### src/hdl/http_request_length_scanner_defines.svh
// ----------------------------------------------------------------------------
// HTTP request length scanner: assertion macros
// Shared concurrent assertion forms, clocked on clk_i, disabled in reset.
// ----------------------------------------------------------------------------
`ifndef HTTP_REQUEST_LENGTH_SCANNER_DEFINES_SVH
`define HTTP_REQUEST_LENGTH_SCANNER_DEFINES_SVH

// same-cycle implication
`define HRLS_ASSERT_NOW(lbl, ante, cons, msg) \
  lbl: assert property (@(posedge clk_i) disable iff (!rst_ni) (ante) |-> (cons)) \
    else $error(msg);

// next-cycle implication
`define HRLS_ASSERT_NXT(lbl, ante, cons, msg) \
  lbl: assert property (@(posedge clk_i) disable iff (!rst_ni) (ante) |=> (cons)) \
    else $error(msg);

`endif

### src/hdl/hrls_pkg.sv
// ----------------------------------------------------------------------------
// hrls_pkg
// Types, state codes, status codes and the header name pattern of the
// HTTP request length scanner.
// ----------------------------------------------------------------------------
package hrls_pkg;

  localparam int unsigned DEF_COUNT_WIDTH = 32;
  localparam int unsigned OUT_W           = 32;
  localparam int unsigned STATE_W         = 5;
  localparam int unsigned STATUS_W        = 4;
  localparam int unsigned NAME_LEN        = 15;
  localparam int unsigned NAME_IDX_W      = 4;

  localparam logic [7:0] CHAR_CR    = 8'h0d;
  localparam logic [7:0] CHAR_LF    = 8'h0a;
  localparam logic [7:0] CHAR_SPACE = 8'h20;
  localparam logic [7:0] CHAR_C     = 8'h63;

  // status codes
  localparam logic [STATUS_W-1:0] ST_SCAN     = 4'd0;
  localparam logic [STATUS_W-1:0] ST_DONE     = 4'd1;
  localparam logic [STATUS_W-1:0] ST_DUP_LEN  = 4'd2;
  localparam logic [STATUS_W-1:0] ST_BAD_PRE  = 4'd3;
  localparam logic [STATUS_W-1:0] ST_BAD_DIG  = 4'd4;
  localparam logic [STATUS_W-1:0] ST_NOLF_LEN = 4'd5;
  localparam logic [STATUS_W-1:0] ST_NOLF_TXT = 4'd6;
  localparam logic [STATUS_W-1:0] ST_NOLF_BLK = 4'd7;
  localparam logic [STATUS_W-1:0] ST_OVERFLOW = 4'd8;

  // scan state codes
  localparam logic [STATE_W-1:0] S_REQ      = 5'd0;
  localparam logic [STATE_W-1:0] S_REQ_CR   = 5'd1;
  localparam logic [STATE_W-1:0] S_NAME     = 5'd2;
  localparam logic [STATE_W-1:0] S_NAME_END = 5'd16;
  localparam logic [STATE_W-1:0] S_SPACES   = 5'd17;
  localparam logic [STATE_W-1:0] S_DIGITS   = 5'd18;
  localparam logic [STATE_W-1:0] S_LEN_CR   = 5'd19;
  localparam logic [STATE_W-1:0] S_TEXT     = 5'd20;
  localparam logic [STATE_W-1:0] S_TEXT_CR  = 5'd21;
  localparam logic [STATE_W-1:0] S_LINE     = 5'd22;
  localparam logic [STATE_W-1:0] S_BLANK_CR = 5'd23;
  localparam logic [STATE_W-1:0] S_TERM     = 5'd23;
  localparam logic [STATE_W-1:0] S_FIN_OK   = 5'd24;
  localparam logic [STATE_W-1:0] S_FIN_DUP  = 5'd25;
  localparam logic [STATE_W-1:0] S_FIN_PRE  = 5'd26;
  localparam logic [STATE_W-1:0] S_FIN_DIG  = 5'd27;
  localparam logic [STATE_W-1:0] S_FIN_LEN  = 5'd28;
  localparam logic [STATE_W-1:0] S_FIN_TXT  = 5'd29;
  localparam logic [STATE_W-1:0] S_FIN_BLK  = 5'd30;
  localparam logic [STATE_W-1:0] S_FIN_OVF  = 5'd31;

  // "content-length:" in lower case
  localparam logic [7:0] NAME_PAT [NAME_LEN] = '{
    8'h63, 8'h6f, 8'h6e, 8'h74, 8'h65, 8'h6e, 8'h74, 8'h2d,
    8'h6c, 8'h65, 8'h6e, 8'h67, 8'h74, 8'h68, 8'h3a
  };

  typedef struct packed {
    logic [7:0] data_byte;
    logic       restart;
  } hrls_in_t;

  typedef struct packed {
    logic [STATUS_W-1:0] status;
    logic [OUT_W-1:0]    total_length;
    logic [OUT_W-1:0]    body_length;
  } hrls_out_t;

  function automatic logic [7:0] fold(input logic [7:0] b);
    logic [7:0] r;
    r = b;
    if (b >= 8'h41 && b <= 8'h5a) begin
      r = b | 8'h20;
    end
    return r;
  endfunction

endpackage

### src/hdl/hrls_step.sv
// ----------------------------------------------------------------------------
// hrls_step
// Next-state logic of the scanner for one request byte: name match,
// length accumulation with overflow check, line tracking.
// ----------------------------------------------------------------------------
module hrls_step #(
  parameter int unsigned COUNT_WIDTH = hrls_pkg::DEF_COUNT_WIDTH
) (
  input  logic [hrls_pkg::STATE_W-1:0] state_i,
  input  logic [COUNT_WIDTH-1:0]       len_i,
  input  logic [COUNT_WIDTH-1:0]       hdr_i,
  input  logic [hrls_pkg::OUT_W-1:0]   total_i,
  input  logic [7:0]                   data_i,
  output logic [hrls_pkg::STATE_W-1:0] state_o,
  output logic [COUNT_WIDTH-1:0]       len_o,
  output logic [COUNT_WIDTH-1:0]       hdr_o,
  output logic [hrls_pkg::OUT_W-1:0]   total_o
);

  logic                               digit;
  logic [3:0]                         dval;
  logic [7:0]                         folded;
  logic                               in_name;
  logic [hrls_pkg::NAME_IDX_W-1:0]    name_idx;
  logic [hrls_pkg::STATE_W-1:0]       name_off;
  logic [COUNT_WIDTH+3:0]             prod;
  logic [COUNT_WIDTH:0]               sum;

  assign digit    = (data_i >= 8'h30) && (data_i <= 8'h39);
  assign dval     = data_i[3:0];
  assign folded   = hrls_pkg::fold(data_i);
  assign in_name  = (state_i >= hrls_pkg::S_NAME) && (state_i <= hrls_pkg::S_NAME_END);
  assign name_off = state_i - hrls_pkg::S_NAME;
  assign name_idx = name_off[hrls_pkg::NAME_IDX_W-1:0];

  // len * 10 + d, top four bits flag overflow
  assign prod = ({4'b0000, len_i} << 3) + ({4'b0000, len_i} << 1)
              + (COUNT_WIDTH+4)'(dval);
  // header bytes up to and including this one plus length
  assign sum  = {1'b0, hdr_i} + {1'b0, len_i} + (COUNT_WIDTH+1)'(1);

  always_comb begin
    state_o = state_i;
    len_o   = len_i;
    hdr_o   = hdr_i;
    total_o = total_i;
    if (state_i <= hrls_pkg::S_TERM) begin
      if (&hdr_i) begin
        state_o = hrls_pkg::S_FIN_OVF;
      end else begin
        hdr_o = hdr_i + COUNT_WIDTH'(1);
        if (in_name) begin
          if (folded == hrls_pkg::NAME_PAT[name_idx]) begin
            state_o = (name_idx == hrls_pkg::NAME_IDX_W'(hrls_pkg::NAME_LEN - 1))
                    ? hrls_pkg::S_SPACES : state_i + hrls_pkg::STATE_W'(1);
          end else begin
            state_o = (data_i == hrls_pkg::CHAR_CR) ? hrls_pkg::S_TEXT_CR
                                                    : hrls_pkg::S_TEXT;
          end
        end else begin
          case (state_i)
            hrls_pkg::S_REQ: begin
              if (data_i == hrls_pkg::CHAR_CR) state_o = hrls_pkg::S_REQ_CR;
            end
            hrls_pkg::S_REQ_CR: begin
              state_o = (data_i == hrls_pkg::CHAR_LF) ? hrls_pkg::S_NAME : hrls_pkg::S_REQ;
            end
            hrls_pkg::S_SPACES: begin
              if (digit) begin
                if (len_i != '0) begin
                  state_o = hrls_pkg::S_FIN_DUP;
                end else begin
                  len_o   = COUNT_WIDTH'(dval);
                  state_o = hrls_pkg::S_DIGITS;
                end
              end else if (data_i != hrls_pkg::CHAR_SPACE) begin
                state_o = hrls_pkg::S_FIN_PRE;
              end
            end
            hrls_pkg::S_DIGITS: begin
              if (digit) begin
                if (prod[COUNT_WIDTH+3:COUNT_WIDTH] != 4'b0000) begin
                  state_o = hrls_pkg::S_FIN_OVF;
                end else begin
                  len_o = prod[COUNT_WIDTH-1:0];
                end
              end else if (data_i == hrls_pkg::CHAR_CR) begin
                state_o = hrls_pkg::S_LEN_CR;
              end else begin
                state_o = hrls_pkg::S_FIN_DIG;
              end
            end
            hrls_pkg::S_LEN_CR: begin
              state_o = (data_i == hrls_pkg::CHAR_LF) ? hrls_pkg::S_LINE
                                                      : hrls_pkg::S_FIN_LEN;
            end
            hrls_pkg::S_TEXT: begin
              state_o = (data_i == hrls_pkg::CHAR_CR) ? hrls_pkg::S_TEXT_CR
                                                      : hrls_pkg::S_TEXT;
            end
            hrls_pkg::S_TEXT_CR: begin
              state_o = (data_i == hrls_pkg::CHAR_LF) ? hrls_pkg::S_LINE
                                                      : hrls_pkg::S_FIN_TXT;
            end
            hrls_pkg::S_LINE: begin
              if (data_i == hrls_pkg::CHAR_CR) begin
                state_o = hrls_pkg::S_BLANK_CR;
              end else if (folded == hrls_pkg::CHAR_C) begin
                state_o = hrls_pkg::S_NAME + hrls_pkg::STATE_W'(1);
              end else begin
                state_o = hrls_pkg::S_TEXT;
              end
            end
            hrls_pkg::S_BLANK_CR: begin
              if (data_i != hrls_pkg::CHAR_LF) begin
                state_o = hrls_pkg::S_FIN_BLK;
              end else if (sum[COUNT_WIDTH]) begin
                state_o = hrls_pkg::S_FIN_OVF;
              end else begin
                state_o = hrls_pkg::S_FIN_OK;
                total_o = hrls_pkg::OUT_W'(sum[COUNT_WIDTH-1:0]);
              end
            end
            default: begin
              state_o = state_i;
            end
          endcase
        end
      end
    end
  end

endmodule

### src/hdl/http_request_length_scanner.sv
// ----------------------------------------------------------------------------
// http_request_length_scanner
// Scans an HTTP request one byte per word and reports header plus body length.
// ----------------------------------------------------------------------------
// Usage:
//   Input channel (in_valid_i / in_stall_o / in_word_i) takes one request byte
//   per word; restart = 1 begins a new request with that byte.
//   Output channel (out_valid_o / out_stall_i / out_word_o) gives one result
//   word per input word: status, total_length (valid when status is complete)
//   and body_length.
//   A word accepted into the input register is scanned from there and its
//   result is registered in the result register.
//   Throughput: one word per cycle while the receiver does not stall, set by
//   the single scan-state loop (next state, length multiply-add, byte count)
//   between input and result registers.
//   Reset clears the scan state and counters and empties both registers.
//   When the receiver stalls, the result register holds; a word is taken into
//   the input register only while it is empty, then in_stall_o rises.
//   A final status repeats until a word with restart set arrives.
// ----------------------------------------------------------------------------
`include "http_request_length_scanner_defines.svh"

module http_request_length_scanner #(
  parameter int unsigned COUNT_WIDTH = hrls_pkg::DEF_COUNT_WIDTH
) (
  input  logic               clk_i,
  input  logic               rst_ni,
  input  logic               in_valid_i,
  output logic               in_stall_o,
  input  hrls_pkg::hrls_in_t  in_word_i,
  output logic               out_valid_o,
  input  logic               out_stall_i,
  output hrls_pkg::hrls_out_t out_word_o
);

  logic                         in_valid_q, in_valid_d;
  hrls_pkg::hrls_in_t           in_word_q;
  logic                         out_valid_q, out_valid_d;
  hrls_pkg::hrls_out_t          out_word_q, out_word_d;

  logic [hrls_pkg::STATE_W-1:0] state_q, state_d, state_eff;
  logic [COUNT_WIDTH-1:0]       len_q, len_d, len_eff;
  logic [COUNT_WIDTH-1:0]       hdr_q, hdr_d, hdr_eff;
  logic [hrls_pkg::OUT_W-1:0]   total_q, total_d;
  logic [hrls_pkg::STATE_W-1:0] status_off;

  logic accept;
  logic advance;

  assign advance    = in_valid_q && (!out_valid_q || !out_stall_i);
  assign in_stall_o = in_valid_q && !advance;
  assign accept     = in_valid_i && !in_stall_o;

  assign state_eff = in_word_q.restart ? hrls_pkg::S_REQ : state_q;
  assign len_eff   = in_word_q.restart ? '0 : len_q;
  assign hdr_eff   = in_word_q.restart ? '0 : hdr_q;

  hrls_step #(
    .COUNT_WIDTH(COUNT_WIDTH)
  ) u_step (
    .state_i (state_eff),
    .len_i   (len_eff),
    .hdr_i   (hdr_eff),
    .total_i (total_q),
    .data_i  (in_word_q.data_byte),
    .state_o (state_d),
    .len_o   (len_d),
    .hdr_o   (hdr_d),
    .total_o (total_d)
  );

  assign status_off = state_d - hrls_pkg::S_TERM;

  always_comb begin
    out_word_d.body_length = hrls_pkg::OUT_W'(len_d);
    if (state_d > hrls_pkg::S_TERM) begin
      out_word_d.status = status_off[hrls_pkg::STATUS_W-1:0];
    end else begin
      out_word_d.status = hrls_pkg::ST_SCAN;
    end
    out_word_d.total_length = (state_d == hrls_pkg::S_FIN_OK) ? total_d : '0;
  end

  always_comb begin
    in_valid_d = in_valid_q;
    if (accept) begin
      in_valid_d = 1'b1;
    end else if (advance) begin
      in_valid_d = 1'b0;
    end
    out_valid_d = out_valid_q;
    if (advance) begin
      out_valid_d = 1'b1;
    end else if (!out_stall_i) begin
      out_valid_d = 1'b0;
    end
  end

  always_ff @(posedge clk_i or negedge rst_ni) begin
    if (!rst_ni) begin
      in_valid_q  <= 1'b0;
      out_valid_q <= 1'b0;
      state_q     <= hrls_pkg::S_REQ;
      len_q       <= '0;
      hdr_q       <= '0;
    end else begin
      in_valid_q  <= in_valid_d;
      out_valid_q <= out_valid_d;
      if (advance) begin
        state_q <= state_d;
        len_q   <= len_d;
        hdr_q   <= hdr_d;
      end
    end
  end

  always_ff @(posedge clk_i) begin
    if (accept) begin
      in_word_q <= in_word_i;
    end
    if (advance) begin
      out_word_q <= out_word_d;
      total_q    <= total_d;
    end
  end

  assign out_valid_o = out_valid_q;
  assign out_word_o  = out_word_q;

  `HRLS_ASSERT_NOW(a_total_only_done, out_valid_q && (out_word_q.status != hrls_pkg::ST_DONE), out_word_q.total_length == '0, "total length set without complete status")
  `HRLS_ASSERT_NOW(a_status_range, out_valid_q, out_word_q.status <= hrls_pkg::ST_OVERFLOW, "status code out of range")
  `HRLS_ASSERT_NXT(a_final_sticky, advance && !in_word_q.restart && (state_q > hrls_pkg::S_TERM), state_q == $past(state_q), "final status changed without restart")
  `HRLS_ASSERT_NXT(a_advance_shows, advance, out_valid_q, "advanced word not shown at output")

endmodule
### config.mk
export PLATFORM = sky130hd
export DESIGN_NAME = http_request_length_scanner
export DESIGN_NICKNAME = d
export VERILOG_FILES = /design/src/hdl/hrls_pkg.sv /design/src/hdl/hrls_step.sv /design/src/hdl/http_request_length_scanner.sv
export VERILOG_INCLUDE_DIRS = /design/src /design/src/hdl
export SDC_FILE = /design/constraint.sdc
export NUM_CORES = 1
export LEC_CHECK = 0
export BUFFER_PORTS_ARGS = -buffer_cell sky130_fd_sc_hd__buf_2
export CAP_MARGIN = 40
export CELL_PAD_IN_SITES_DETAIL_PLACEMENT = 1
export CELL_PAD_IN_SITES_GLOBAL_PLACEMENT = 2
export CORE_MARGIN = 3
export CORE_UTILIZATION = 36
export CTS_CLUSTER_SIZE = 20
export DETAILED_ROUTE_END_ITERATION = 10
export GPL_ROUTABILITY_DRIVEN = 0
export GPL_TIMING_DRIVEN = 0
export PLACE_DENSITY_LB_ADDON = 0.1
export RECOVER_POWER = 50
export SKIP_CTS_REPAIR_TIMING = 1
export SLEW_MARGIN = 20
export SYNTH_ARGS = -nofsm -noshare
export SYNTH_HDL_FRONTEND = slang
export SYNTH_SLANG_ARGS = --single-unit
### constraint.sdc
create_clock -name clk_i -period 5.1 [get_ports clk_i]
set_input_delay 0.51 -clock clk_i [delete_from_list [all_inputs] [get_ports clk_i]]
set_output_delay 0.51 -clock clk_i [all_outputs]
set_load 0.005 [all_outputs]
## After elaboration in Yosys (flattened, before gate mapping)

Memories as Yosys holds them, arrays and structs flattened.
Cells that the tools add are included.

| word-level totals | value |
|---|---|
| memories kept | 1 |
| word-level logic and storage cells | 110 |
| register bits | 180 |
| output and inout port bits | 70 |
| bits of input ports | 13 |
| bits in read-only memories | 128 |

| operators by class | value |
|---|---|
| reduce and logical (&&, ||, !) cells | 16 |
| $lt $le $gt $ge | 9 |
| bitwise gates (word level) | 1 |
| multiplexer cells | 47 |
| equality and inequality tests | 17 |
| $add $sub $neg | 8 |

Memory list:

| memory | words | width | rd ports | clocked after memory_dff | wr ports | RTL line | source |
|---|---|---|---|---|---|---|---|
| (name not given) | 16 | 8 | 1 | 0 | 0 | hrls_step.sv:53 | `if (folded == hrls_pkg::NAME_PAT[name_idx]) begin` |

Operator list:

| cell | count |
|---|---|
| 2-to-1 mux 32 bit | 17 |
| 2-to-1 mux 5 bit | 14 |
| one-hot mux 32 bit (2 select lines) | 1 |
| one-hot mux 5 bit (9 select lines) | 1 |
| equality test 5 bit (second input constant) | 8 |
| adder 35 x 33 -> 36 bit | 1 |
| adder 36 x 4 -> 36 bit | 1 |
| adder 32 x 32 -> 33 bit | 1 |
| adder 33 x 1 -> 33 bit (second input constant) | 1 |
| adder 32 x 1 -> 32 bit (second input constant) | 1 |
| AND reduction 32 bit | 1 |
| nonzero test 32 bit | 1 |
| equality test 8 x 4 -> 1 bit (second input constant) | 2 |
| 2-to-1 mux 4 bit | 4 |
| 2-to-1 mux 8 bit | 2 |
| <= comparator 5 bit (second input constant) | 2 |
| equality test 8 x 7 -> 1 bit (second input constant) | 1 |
| equality test 8 bit | 1 |
| >= comparator 8 x 6 -> 1 bit (second input constant) | 1 |
| >= comparator 8 x 7 -> 1 bit (second input constant) | 1 |
| <= comparator 8 x 6 -> 1 bit (second input constant) | 1 |
| <= comparator 8 x 7 -> 1 bit (second input constant) | 1 |
| inequality test 8 x 4 -> 1 bit (second input constant) | 1 |
| inequality test 8 x 6 -> 1 bit (second input constant) | 1 |
| other kinds (20) | 32 |

## Longest topological paths before layout

| depth | value |
|---|---|
| depth in word-level cells | 12 |
| depth in mapped cells | 22 |
| mapped depth without buffers | 18 |

## By module

Synthesis repeated with hierarchy kept, for this count alone.

| second synthesis, totals | value |
|---|---|
| cell total of the unflattened synthesis | 1352 |
| area, all modules | 13356.6 um2 |

Modules (own cells, without submodules):

| module | cells an instance | area an instance (um2) | sequential area each (um2) | times used |
|---|---|---|---|---|
| http_request_length_scanner | 385 | 6711.4 | 5049.8 | 1 |
| hrls_step | 967 | 6645.1 | 0.0 | 1 |

## Worst setup path after synthesis

Ideal clock, no wire load.

| timing | value |
|---|---|
| kind | reg2reg |
| from | register in_word_q[0] (netlist name) |
| to | register out_word_q (netlist bit out_word_o[44]), data pin |
| slack | 233 ps |
| required time | 4844 ps |
| cell stages (with the launch flop) | 22 |
| buffers on the path | 6 |
| period minus slack after synthesis | 4867 ps |
| arrival | 4612 ps |
| library setup time | 256 ps |
| cell sequence | edfxtp_1 -> buf_2 -> buf_2 -> clkbuf_1 -> clkbuf_1 -> nor2b_1 -> ha_1 -> ha_1 -> buf_2 -> nand4_1 -> or3_1 -> a211o_1 -> and3_1 -> o21ai_0 -> a22oi_4 -> and4_1 -> o21ai_0 -> inv_1 -> ha_1 -> nand4_2 -> buf_4 -> nor2b_2 |

| on the way | value |
|---|---|
| word-level cells in the longest chain between the ends | 12 |
| elaborated cells on any way between the ends | 52 |
| those cells by class | add/sub (6); order compare (3); eq/ne (11); mux (25); bitwise (1); reduce/logical (5); memory (1) |

RTL lines:

| what | RTL line | source |
|---|---|---|
| from (decl) | http_request_length_scanner.sv:37 | `hrls_pkg::hrls_in_t in_word_q;` |
| from (signal assigned) | http_request_length_scanner.sv:119 | `in_word_q <= in_word_i;` |
| parallel branches: the longest is 10 deep, another holds adder 35 x 33 -> 36 bit | - |  |
| 2-to-1 mux 5 bit * | hrls_step.sv:47 | `if (state_i <= hrls_pkg::S_TERM) begin` |
| named net state_d, one bit | http_request_length_scanner.sv:41 | `logic [hrls_pkg::STATE_W-1:0] state_q, state_d, state_eff;` |
| equality test 5 bit * | http_request_length_scanner.sv:81 | `out_word_d.total_length = (state_d == hrls_pkg::S_FIN_OK) ? total_d : '0;` |
| to (signal assigned) | http_request_length_scanner.sv:122 | `out_word_q <= out_word_d;` |
| to (decl) | http_request_length_scanner.sv:39 | `hrls_pkg::hrls_out_t out_word_q, out_word_d;` |

Mark *: on every way through the listed nets, which the timed path passes. The select of a mux whose other input is x is not followed.
A chain may end at the register's enable or synchronous reset.

## Final worst setup path

| timing | value |
|---|---|
| from | register in_word_q[0] (netlist name) |
| to | register out_word_q (netlist bit out_word_o[38]), data pin |

The elaborated chain is that of the path after synthesis.

==> impl_metrics.tcl <==
set metrics [dict create \
    drc_errors 0 \
    route.detailed.wl_per_inst_um 22.5 \
    grt_pass1_wl_um 67400 \
    pwr-share-seq 0.363 \
    synth.cell_area_um2 13000 \
    start_util 0.370 \
    wl_met2_um 21900 \
    io_pins 83 \
    fin_nets 1668 \
    cp-end-kind "flip-flop" \
    synth_area_per_cell_um2 9.45 \
    synth-edff-count 109 \
    internal_power_w 0.00315 \
    ys_types 84 \
    synth_top_area_frac 0.252 \
    wirelength_met1_um 21300 \
    power.share.switching 0.354 \
    die_y_um 196 \
    power.density_nw_per_um2 303 \
    fin_crit_ps 5120 \
    peakVddDrop_mv 0.262 \
    synth_ff_type "edfxtp_1" \
    synth.area.top_cells "edfxtp_1, dfrtp_1, ha_1" \
    power_frac_clock 0.301 \
    synth_seq_cells 180 \
    hold_class "in -> reg" \
    dieArea_um2 38400 \
    cts_max_path_buffers 2 \
    hold_viol_final 0 \
    violations "capacitance limit, slew limit, setup timing" \
    status "finished, violations left" \
    htree_levels 4 \
    num_vias 11300 \
    die_w_um 196 \
    cts_tree "yes" \
    clock_sinks 180 \
    yosys_warnings 0 \
    setup_ws_ps -17.7 \
    n_antenna_cell 0 \
    layout_common_cells "nand2_1, edfxtp_1, a21oi_1, ha_1, nor2_1" \
    tightestPinTransition_ps 2620 \
    synth-async-reset-ratio 0.394 \
    clkLatencyLatePin_ps 470 \
    dp.final_hpwl_um 33600 \
    synth_cells 1373 \
    drtAntennaViolNets 0 \
    power.leakage_nw 6.74 \
    grt_pass1_vias 11400 \
    row_count 68 \
    drv_slew 101 \
    grt_start_max_net_pins 54 \
    met3WireLength_um 1350 \
    cts-root-buf "clkbuf_16" \
    clock.fmax_mhz 195 \
    setup_viol 2 \
    post_layout_nonfiller_instances 2014 \
    fin_crit_sh 1.00 \
    io_buffers 82 \
    grt-ovfl-total 0 \
    worstPathMaxFanout 8 \
    drtIter0Drc 673 \
    final_common_cell "nand2_1" \
    routed.top_layer "met4" \
    wirelength_um 45300 \
    area_delta_synth_final_pct 24.3 \
    startpoint_type "flip-flop" \
    core_um2 35100 \
    pre_cts_ws_ps -2420 \
    synth_top_area_cell "edfxtp_1" \
    clkTransAtPathRegs_ps 80 \
    drv_cap 3 \
    arrival_ps 5430 \
    ys_seq_area_frac 0.389 \
    firstDrtPassIters 5 \
    critPathKind "reg -> reg" \
    max_slew_margin -0.745 \
    track_usage 0.226 \
    dp.cells 1914 \
    power_frac_comb 0.336 \
    antenna_found_initial 0 \
    fin_skew_ps 17.4 \
    drive_gt1_frac 0.209 \
    syn_nets 1495 \
    p_sw_w 0.00173 \
    vias_per_cell 5.59 \
    rsz0062_at_grt "true" \
    numCtsBuffers 17 \
    critPathRequiredTime_ps 5410 \
]
[power groups by stage]
stage | Sequential (W) | Clock, W | Combinational [W]
global route | 0.00179 | 0.00156 | 0.00180
finish | 0.00177 | 0.00147 | 0.00164
floorplan | 0.00180 | 0 | 0.000928
global placement | 0.00181 | 0 | 0.00135
CTS | 0.00177 | 0.00150 | 0.00139
detailed placement | 0.00180 | 0 | 0.00138
[routing by layer]
layer	up-vias	GRT usage
li1	5403	-
met1	5637	0.310
met2	176	0.375
met3	41	0.0319
met4	0	0.0634
met5	-	0
[cell usage after synthesis, types with 8 or more instances]
master	count
a211oi_1	12
a21o_1	21
a21oi_1	110
a22o_1	23
a31oi_1	9
a32o_1	21
and2_1	12
and3_1	13
buf_2	13
clkbuf_1	34
dfrtp_1	71
edfxtp_1	109
ha_1	107
inv_1	42
mux2_2	8
mux2i_1	10
nand2_1	159
nand2b_1	18
nand3_1	24
nand4_1	22
nor2_1	79
nor2b_1	88
nor2b_2	10
nor3_1	14
nor4_1	16
o211ai_1	13
o21a_1	11
o21ai_0	80
o21bai_1	10
or3_1	10
xnor2_1	42
xor2_1	52
[stage by stage]
stage / hold WS, ps / util / setup TNS, ps / area [um2] / power [W]
finish: 217 / 0.460 / -26.9 / 16100 / 0.00488
global route: 203 / 0.460 / -8220 / 16100 / 0.00514
floorplan: 214 / - / 0 / 13000 / 0.00272
global placement: 471 / 0.398 / -409110 / 14000 / 0.00316
CTS: 3.99 / 0.419 / -243080 / 14700 / 0.00466
detailed placement: 504 / 0.401 / -237840 / 14100 / 0.00318
[state kept, by name, indices dropped and copies added (netlist names)]
signal       flops
len_q           32
in_word_q        9
state_q          5
out_word_o      68
in_valid_q       1
total_q         32
hdr_q           32
out_valid_o      1
[critical path: stages, from the launching register on]
cell and delay, ps:
edfxtp_1 550, buf_6 220, buf_12 150, buf_16 150
buf_16 150, nor2b_4 190, ha_4 230, ha_4 290
o211ai_1 150, o211ai_2 280, a31oi_4 140, a211o_1 300
and3_1 200, or3_4 380, a22oi_4 270, buf_6 160
a311oi_2 90, o22a_2 270, inv_2 80, ha_4 130
nand4_4 80, buf_12 180, clkbuf_16 170, nor2b_1 120
[logic make-up (layout without fill, tap and decap cells)]
family / Yosys count / count (layout) / synth area share
mux: 18 / 18 / 0.0147
xor+xnor: 95 / 95 / 0.0656
compound gates: 372 / 372 / 0.191
simple gates: 503 / 503 / 0.203
fa+ha+maj: 110 / 110 / 0.107
buf+inv: 95 / 281 / 0.0302
flops: 180 / 180 / 0.389
[cell type report]
class	count	area, um2
Fill cell	3976	18900
Multi-Input combinational cell	1098	8280
Sequential cell	180	5050
Timing Repair Buffer	155	1060
Tap cell	455	569
Clock buffer	20	447
Buffer	52	382
Clock inverter	12	179
Inverter	42	164
[worst paths after layout]
kind	from	cells after the start	slack, ps	to
max	in_word_q[0]$_DFFE_PP_	23	-20	out_word_o[38]$_SDFFCE_PP0P_
min	in_word_i[7]	1	220	in_word_q[7]$_DFFE_PP_
max reg2reg	in_word_q[0]$_DFFE_PP_	23	-20	out_word_o[38]$_SDFFCE_PP0P_
min reg2reg	in_valid_q$_DFFE_PN0P_	1	500	out_valid_o$_DFFE_PN0P_
max in group asynchronous	rst_ni	2	1190	len_q[22]$_DFFE_PN0P_
min in group asynchronous	rst_ni	1	600	state_q[2]$_DFFE_PN0P_
Power figures use the tool's default switching activity.
